$ cat src/hw/rtl/fra_pkg.sv
// ----------------------------------------------------------------------------
// fra_pkg - shared definitions for the four-register ALU executor
// Widths, operation codes and stream payload layouts.
// ----------------------------------------------------------------------------
package fra_pkg;

	localparam int DATA_WIDTH = 32;
	localparam int PC_WIDTH   = 16;
	localparam int IMM_WIDTH  = 32;
	localparam int NUM_REGS   = 4;
	localparam int REG_IDX_W  = $clog2(NUM_REGS);
	localparam int OP_W       = 3;

	// iteration counter for the shift-add multiply and the restoring divide
	localparam int CNT_W = $clog2(DATA_WIDTH);
	localparam logic [CNT_W-1:0] LAST_STEP = CNT_W'(DATA_WIDTH - 1);

	localparam int IN_FIELDS_W  = OP_W + 2 * REG_IDX_W + IMM_WIDTH;
	localparam int IN_TDATA_W   = ((IN_FIELDS_W + 7) / 8) * 8;
	localparam int OUT_TDATA_W  = DATA_WIDTH + PC_WIDTH;

	typedef enum logic [OP_W-1:0] {
		OP_MOV = 3'd0,
		OP_ADD = 3'd1,
		OP_SUB = 3'd2,
		OP_MUL = 3'd3,
		OP_DIV = 3'd4,
		OP_INC = 3'd5,
		OP_DEC = 3'd6,
		OP_END = 3'd7
	} op_t;

	// input tdata layout, lowest field last
	typedef struct packed {
		logic [IN_TDATA_W-IN_FIELDS_W-1:0] pad;
		logic [IMM_WIDTH-1:0]              immediate;
		logic [REG_IDX_W-1:0]              src_reg;
		logic [REG_IDX_W-1:0]              dest_reg;
		op_t                               func;
	} in_data_t;

endpackage

$ cat src/hw/rtl/four_register_alu_executor.sv
// ----------------------------------------------------------------------------
// four_register_alu_executor - decoded instruction executor on four registers
// Executes MOV, ADD, SUB, MUL, DIV, INC, DEC and END on four 32-bit signed
// registers with a 16-bit program counter, one result transaction per
// instruction. All data arithmetic runs through one shared 33-bit adder under a
// small sequencer, and the input is not ready while an instruction executes.
// MUL runs 32 shift-add steps on the adder. DIV with a nonzero divisor
// runs two sign-magnitude conversions, 32 restoring steps and one floor
// correction, all on the adder. MOV, ADD, SUB, INC, DEC, END and DIV by
// zero go straight from the operation state to the result. A result still
// waiting at the output delays the next input transaction. Registers and
// PC read as zero after reset.
// ----------------------------------------------------------------------------
module four_register_alu_executor
	import fra_pkg::*;
(
	input  logic                   clk,
	input  logic                   arst_n,
	input  logic                   s_axis_tvalid,
	output logic                   s_axis_tready,
	input  logic [IN_TDATA_W-1:0]  s_axis_tdata,  // func, dest_reg, src_reg, immediate, zero pad
	input  logic                   s_axis_tuser,  // src_is_reg
	output logic                   m_axis_tvalid,
	input  logic                   m_axis_tready,
	output logic [OUT_TDATA_W-1:0] m_axis_tdata,  // dest_value, pc_value
	output logic                   m_axis_tuser   // status
);

	typedef enum logic [7:0] {
		S_IDLE = 8'b0000_0001,
		S_OPER = 8'b0000_0010,
		S_ABSN = 8'b0000_0100,
		S_ABSD = 8'b0000_1000,
		S_MUL  = 8'b0001_0000,
		S_DIV  = 8'b0010_0000,
		S_FIX  = 8'b0100_0000,
		S_DONE = 8'b1000_0000
	} state_t;

	state_t               state_q;
	logic [CNT_W-1:0]     cnt_q;
	logic [PC_WIDTH-1:0]  pc_q;
	logic [PC_WIDTH-1:0]  pc_next;
	logic [NUM_REGS-1:0]  gpr_vld_q;

	logic [DATA_WIDTH-1:0] gpr_mem [NUM_REGS];
	logic [DATA_WIDTH-1:0] rd_dst_q;
	logic [DATA_WIDTH-1:0] rd_src_q;
	logic                  rd_dst_vld_q;
	logic                  rd_src_vld_q;

	op_t                   op_q;
	logic [REG_IDX_W-1:0]  dest_q;
	logic                  src_is_reg_q;
	logic [DATA_WIDTH-1:0] imm_q;

	logic [DATA_WIDTH-1:0] acc_q;
	logic [DATA_WIDTH-1:0] opa_q;
	logic [DATA_WIDTH-1:0] opb_q;
	logic                  neg_q;
	logic                  status_q;

	in_data_t              in_d;
	logic                  in_acc;
	logic                  out_free;
	logic                  wb_en;
	logic [DATA_WIDTH-1:0] dst_op;
	logic [DATA_WIDTH-1:0] src_op;
	logic                  div_zero;
	logic [DATA_WIDTH-1:0] partial;

	logic [DATA_WIDTH-1:0] add_a;
	logic [DATA_WIDTH-1:0] add_b;
	logic                  add_inv;
	logic                  add_cin;
	logic [DATA_WIDTH:0]   add_sum;

	assign in_d          = in_data_t'(s_axis_tdata);
	assign s_axis_tready = (state_q == S_IDLE);
	assign in_acc        = s_axis_tvalid & s_axis_tready;
	assign out_free      = ~m_axis_tvalid | m_axis_tready;
	assign wb_en         = (state_q == S_DONE) & out_free;
	assign pc_next       = pc_q + PC_WIDTH'(1);

	// registers never written since reset read as zero
	assign dst_op   = rd_dst_vld_q ? rd_dst_q : '0;
	assign src_op   = src_is_reg_q ? (rd_src_vld_q ? rd_src_q : '0) : imm_q;
	assign div_zero = (src_op == '0);
	assign partial  = {acc_q[DATA_WIDTH-2:0], opb_q[DATA_WIDTH-1]};

	// shared adder; carry out is the no-borrow flag when subtracting
	assign add_sum = {1'b0, add_a} + {1'b0, (add_inv ? ~add_b : add_b)}
		+ {{DATA_WIDTH{1'b0}}, add_cin};

	always_comb begin
		add_a   = '0;
		add_b   = '0;
		add_inv = 1'b0;
		add_cin = 1'b0;
		unique case (state_q)
			S_OPER: begin
				unique case (op_q)
					OP_MOV: add_b = src_op;
					OP_ADD: begin
						add_a = dst_op;
						add_b = src_op;
					end
					OP_SUB: begin
						add_a   = dst_op;
						add_b   = src_op;
						add_inv = 1'b1;
						add_cin = 1'b1;
					end
					OP_INC: begin
						add_a = dst_op;
						add_b = DATA_WIDTH'(1);
					end
					OP_DEC: begin
						add_a   = dst_op;
						add_b   = DATA_WIDTH'(1);
						add_inv = 1'b1;
						add_cin = 1'b1;
					end
					OP_DIV, OP_END: add_a = dst_op;
					OP_MUL: ;  // clear the accumulator
					default: ;
				endcase
			end
			S_ABSN: begin
				add_b   = opb_q;
				add_inv = 1'b1;
				add_cin = 1'b1;
			end
			S_ABSD: begin
				add_b   = opa_q;
				add_inv = 1'b1;
				add_cin = 1'b1;
			end
			S_MUL: begin
				add_a = acc_q;
				add_b = opb_q[0] ? opa_q : '0;
			end
			S_DIV: begin
				add_a   = partial;
				add_b   = opa_q;
				add_inv = 1'b1;
				add_cin = 1'b1;
			end
			S_FIX: begin
				// negative quotient: 0 - q - (remainder != 0)
				add_b   = opb_q;
				add_inv = neg_q;
				add_cin = neg_q & ~(|acc_q);
			end
			default: ;
		endcase
	end

	// sequencer and control state
	always_ff @(posedge clk or negedge arst_n) begin
		if (!arst_n) begin
			state_q       <= S_IDLE;
			cnt_q         <= '0;
			pc_q          <= '0;
			gpr_vld_q     <= '0;
			m_axis_tvalid <= 1'b0;
		end else begin
			if (wb_en)
				m_axis_tvalid <= 1'b1;
			else if (m_axis_tvalid && m_axis_tready)
				m_axis_tvalid <= 1'b0;
			unique case (state_q)
				S_IDLE: begin
					if (s_axis_tvalid)
						state_q <= S_OPER;
				end
				S_OPER: begin
					cnt_q <= '0;
					priority if (op_q == OP_MUL)
						state_q <= S_MUL;
					else if (op_q == OP_DIV && !div_zero)
						state_q <= S_ABSN;
					else
						state_q <= S_DONE;
				end
				S_ABSN: state_q <= S_ABSD;
				S_ABSD: state_q <= S_DIV;
				S_MUL: begin
					cnt_q <= cnt_q + CNT_W'(1);
					if (cnt_q == LAST_STEP)
						state_q <= S_DONE;
				end
				S_DIV: begin
					cnt_q <= cnt_q + CNT_W'(1);
					if (cnt_q == LAST_STEP)
						state_q <= S_FIX;
				end
				S_FIX: state_q <= S_DONE;
				S_DONE: begin
					// hold until the output register is free
					if (out_free) begin
						state_q           <= S_IDLE;
						pc_q              <= pc_next;
						gpr_vld_q[dest_q] <= 1'b1;
					end
				end
				default: state_q <= S_IDLE;
			endcase
		end
	end

	// register file: one write port, two registered read ports
	always_ff @(posedge clk) begin
		if (wb_en)
			gpr_mem[dest_q] <= acc_q;
		if (in_acc) begin
			rd_dst_q <= gpr_mem[in_d.dest_reg];
			rd_src_q <= gpr_mem[in_d.src_reg];
		end
	end

	// datapath
	always_ff @(posedge clk) begin
		if (in_acc) begin
			op_q         <= in_d.func;
			dest_q       <= in_d.dest_reg;
			src_is_reg_q <= s_axis_tuser;
			imm_q        <= in_d.immediate;
			rd_dst_vld_q <= gpr_vld_q[in_d.dest_reg];
			rd_src_vld_q <= gpr_vld_q[in_d.src_reg];
		end
		unique case (state_q)
			S_OPER: begin
				acc_q    <= add_sum[DATA_WIDTH-1:0];
				status_q <= (op_q == OP_DIV) && div_zero;
				neg_q    <= dst_op[DATA_WIDTH-1] ^ src_op[DATA_WIDTH-1];
				if (op_q == OP_MUL) begin
					opa_q <= dst_op;
					opb_q <= src_op;
				end else begin
					opa_q <= src_op;
					opb_q <= dst_op;
				end
			end
			S_ABSN: begin
				if (opb_q[DATA_WIDTH-1])
					opb_q <= add_sum[DATA_WIDTH-1:0];
			end
			S_ABSD: begin
				if (opa_q[DATA_WIDTH-1])
					opa_q <= add_sum[DATA_WIDTH-1:0];
				acc_q <= '0;
			end
			S_MUL: begin
				acc_q <= add_sum[DATA_WIDTH-1:0];
				opa_q <= {opa_q[DATA_WIDTH-2:0], 1'b0};
				opb_q <= {1'b0, opb_q[DATA_WIDTH-1:1]};
			end
			S_DIV: begin
				// keep the difference only when the trial subtract did not borrow
				acc_q <= add_sum[DATA_WIDTH] ? add_sum[DATA_WIDTH-1:0] : partial;
				opb_q <= {opb_q[DATA_WIDTH-2:0], add_sum[DATA_WIDTH]};
			end
			S_FIX: acc_q <= add_sum[DATA_WIDTH-1:0];
			S_DONE: begin
				if (out_free) begin
					m_axis_tdata <= {pc_next, acc_q};
					m_axis_tuser <= status_q;
				end
			end
			default: ;
		endcase
	end

endmodule

$ cat config.mk
export PLATFORM = sky130hd
export DESIGN_NAME = four_register_alu_executor
export DESIGN_NICKNAME = d
export VERILOG_FILES = /design/src/hw/rtl/fra_pkg.sv /design/src/hw/rtl/four_register_alu_executor.sv
export SDC_FILE = /design/constraint.sdc
export NUM_CORES = 1
export LEC_CHECK = 0
export CORE_AREA = 2 2 213 215
export CTS_CLUSTER_DIAMETER = 120
export DETAILED_ROUTE_END_ITERATION = 8
export DIE_AREA = 0 0 215 217
export DONT_BUFFER_PORTS = 1
export HOLD_SLACK_MARGIN = 0.06
export PLACE_DENSITY_LB_ADDON = 0.15
export SETUP_SLACK_MARGIN = 0.5
export SYNTH_ARGS = -nofsm -noshare
export SYNTH_HDL_FRONTEND = slang
export SYNTH_SLANG_ARGS = --single-unit
$ cat constraint.sdc
create_clock -name clk -period 9.1 [get_ports clk]
set_clock_uncertainty 0.15 [all_clocks]
set_input_delay 0.91 -clock clk [delete_from_list [all_inputs] [get_ports clk]]
set_output_delay 0.91 -clock clk [all_outputs]
set_load 0.02 [all_outputs]
==> metrics.cfg <==
[finish]
syn_to_final_growth_pct = 10.19
final_common_cell = edfxtp_1
final_cells = 2267
n_antenna_cell = 0
drive_gt1_share_pct = 13.32
mostFrequentLayoutCells = 379 x edfxtp_1, 150 x nand2_1, 124 x o21ai_0
fin_nets = 1713

[die]
rows = 78
core_um2 = 44700
die_h_um = 217
die_x_um = 215
start_util_pct = 47.23
io_pins = 96
die-area_um2 = 46660

[clocking]
cts_buffer_depth = 3
cts_tree = yes
cts.repair.resized = 0
clock_sinks = 413
path_clk_slew_ns = 0.06
clock-root-buffer = clkbuf_16
cts_buffers = 43
clock_latency_ns = 0.58
htreeDepth = 2
postCtsSetupRepairBufs = 0
hold_buffers = 2

[drt]
ant_nets = 0
routed_wl_um = 61890
first_iter_violations = 1878
dr_total_vias = 14873
drcViolationCount = 0
wl_per_cell_um = 27.30
first_pass_iters = 8
via_per_inst = 6.561

[critical_path]
crit_path_max_incr_delay_ns = 0.60
critical_path_class = flop to flop
cp-start-kind = flop
required_ns = 9.22
endpoint_kind = flop
slowest_stage = inv_1
path_max_fanout = 33
arrival_ns = 7.06
crit_buf_inv = 4
critPathTopFamily = simple AND/OR/NAND/NOR gates
crit_chain = or4_1 -> or3_1 -> nor3b_2 -> nor2_1 -> nand2_1 -> a21oi_2 -> buf_4 -> nand2_2 -> mux2_4 -> fa_1 -> inv_1 -> fa_1 -> a21o_1 -> a311o_1 -> nand3_1 -> nand3_1 -> a21oi_1 -> o31ai_4 -> buf_4 -> inv_1 -> o311ai_0

[logic_synthesis]
synth_area_per_cell_um2 = 12.67
ys_ff_latch = 413
synthesis.area_um2 = 21110
synth_cell_type_count = 82
synth_edf_count = 379
ys.flop_type = edfxtp_1
async_reset_ff_share_pct = 8.232
yosysSeqAreaShare_pct = 57.94
ys_warn_count = 0
synth_cells = 1666
synthesis.nets = 1747

[grt]
track_usage_pct = 26.33
grt_pass1_wl_um = 93180
overflow = 0
grt_max_degree = 75
grt_pass1_vias = 14786
antenna_found_initial = 0

[place]
port_buffers = 0
gp_congestion = 0.8961
place.detailed.hpwl_um = 40140
place_inst = 2185

[timing]
setup_viol = 0
fin_crit_ns = 6.937
fin_tns_setup_ns = 0
rsz0062_at_grt = no
slew_viol_final = 0
hold_viol = 0
whs_ns = 0.2723
max_freq_mhz = 144.1
tightest_slew_ns = 1.145
maxSlewHeadroom_pct = 23.64
post-route-period-util_pct = 76.23

[power_and_ir_drop]
power.leakage_nw = 8.176
powerDensity_nw_per_um2 = 248.7
ir_drop_mv = 0.1750

[hold_path]
hold_class = input port to flop

[outcome]
status = completed

[flow_run]
drv_cap = 0

-- final timing paths --
check | from | slack, ns | to | cells after the start
worst max-delay path | state_q[4] | 2.16 | acc_q[16] | 21
worst min-delay path | s_axis_tvalid | 0.27 | state_q[0] | 1
worst max register to register | state_q[4] | 2.16 | acc_q[16] | 21
worst min register to register | status_q | 0.29 | m_axis_tuser | 0
max in group asynchronous | arst_n | 7.87 | state_q[0] | 2
min in group asynchronous | arst_n | 0.69 | state_q[3] | 2
-- metal layers --
layer / share of wire, % / vias to the layer above / GRT usage [%]
li1: - / 6483 / -
met1: 41 / 7363 / 37.08
met2: 45 / 883 / 40.90
met3: 11 / 144 / 5.101
met4: 3.6 / 0 / 9.770
met5: 0 / - / 0
-- synth_stat cells, types with 7 or more instances --
cell type,instances,area share [%]
edfxtp_1,379,54
nand2_1,150,2.7
o21ai_0,125,3.0
nor2_1,95,1.7
a21oi_1,82,1.9
mux4_2,66,7.0
clkbuf_1,65,1.2
a222oi_1,56,2.7
inv_1,50,0.89
mux2i_1,45,2.1
a211oi_1,44,1.6
nand3_1,43,1.0
xor2_1,38,1.6
a22oi_1,37,1.3
xnor2_1,35,1.5
ha_1,34,2.0
dfrtp_1,33,3.9
buf_2,29,0.69
nor4_1,22,0.65
o22ai_1,21,0.62
a21o_1,14,0.50
nand4_1,12,0.36
nor3_1,12,0.28
and3_1,11,0.33
nand2b_1,10,0.30
o221ai_1,10,0.41
buf_1,9,0.16
buf_6,8,0.43
nor2b_1,8,0.24
o21a_1,8,0.28
a221o_1,7,0.33
or2_2,7,0.21
or3_1,7,0.21
-- worst register-to-register path: cells and delay by family, from the launching register on --
family,cells,cell delay [ns]
buffers and inverters,4,1.20
AOI/OAI and AO/OA,6,1.43
muxes,1,0.29
DFF,1,0.44
adders and majority gates,2,0.65
and+or+nand+nor,8,2.50
-- registers in the layout, summed over array words and instances, names as in the netlist, 32 cells and up --
signal,cells
gpr_mem,128
m_axis_tdata,48
acc_q,32
imm_q,32
opa_q,32
opb_q,32
rd_dst_q,32
rd_src_q,32
-- kinds of logic (layout without fill, tap and decap cells) --
logic type	count (synthesis)	after routing	synth area share (%)
AO/OA/AOI/OAI	452	452	14.70
XOR/XNOR	73	73	3.028
adder cells (fa/ha/maj)	36	36	2.205
buffers and inverters	171	172	3.615
flip-flops	413	413	57.94
multiplexers	113	113	9.298
AND/OR/NAND/NOR	408	408	9.215
-- final cells by class --
cell class | count | area [um^2]
well taps | 600 | 750.7
clock inverters | 23 | 296.5
repair buffers | 40 | 315.3
multi-input cells | 1082 | 8209
inverters | 52 | 195.2
flip-flops and latches | 413 | 12230
clock buffers | 57 | 1265
fillers | 3820 | 21430
-- report_power, final --
| part | internal, W | total (W) | leakage, nW | switching (W) |
|---|---|---|---|---|
| clock network | 0.00113 | 0.00191 | 0.748 | 0.000779 |
| logic | 0.000346 | 0.00114 | 3.52 | 0.000799 |
| registers | 0.00246 | 0.00273 | 3.91 | 0.000264 |
-- stage by stage --
| step | total power [W] | worst slack, ns | util [%] | area (um^2) |
|---|---|---|---|---|
| after floorplan | 0.003418 | 2.749 | - | 21110 |
| after global placement | 0.003845 | 2.296 | 48.49 | 21670 |
| after detailed placement | 0.003866 | 2.168 | 48.49 | 21670 |
| after CTS | 0.005779 | 2.152 | 52.05 | 23260 |
| after global routing | 0.005991 | 1.790 | 52.05 | 23260 |
| final | 0.005786 | 2.163 | 52.05 | 23260 |
No activity file was read; power rests on OpenSTA's default activity.
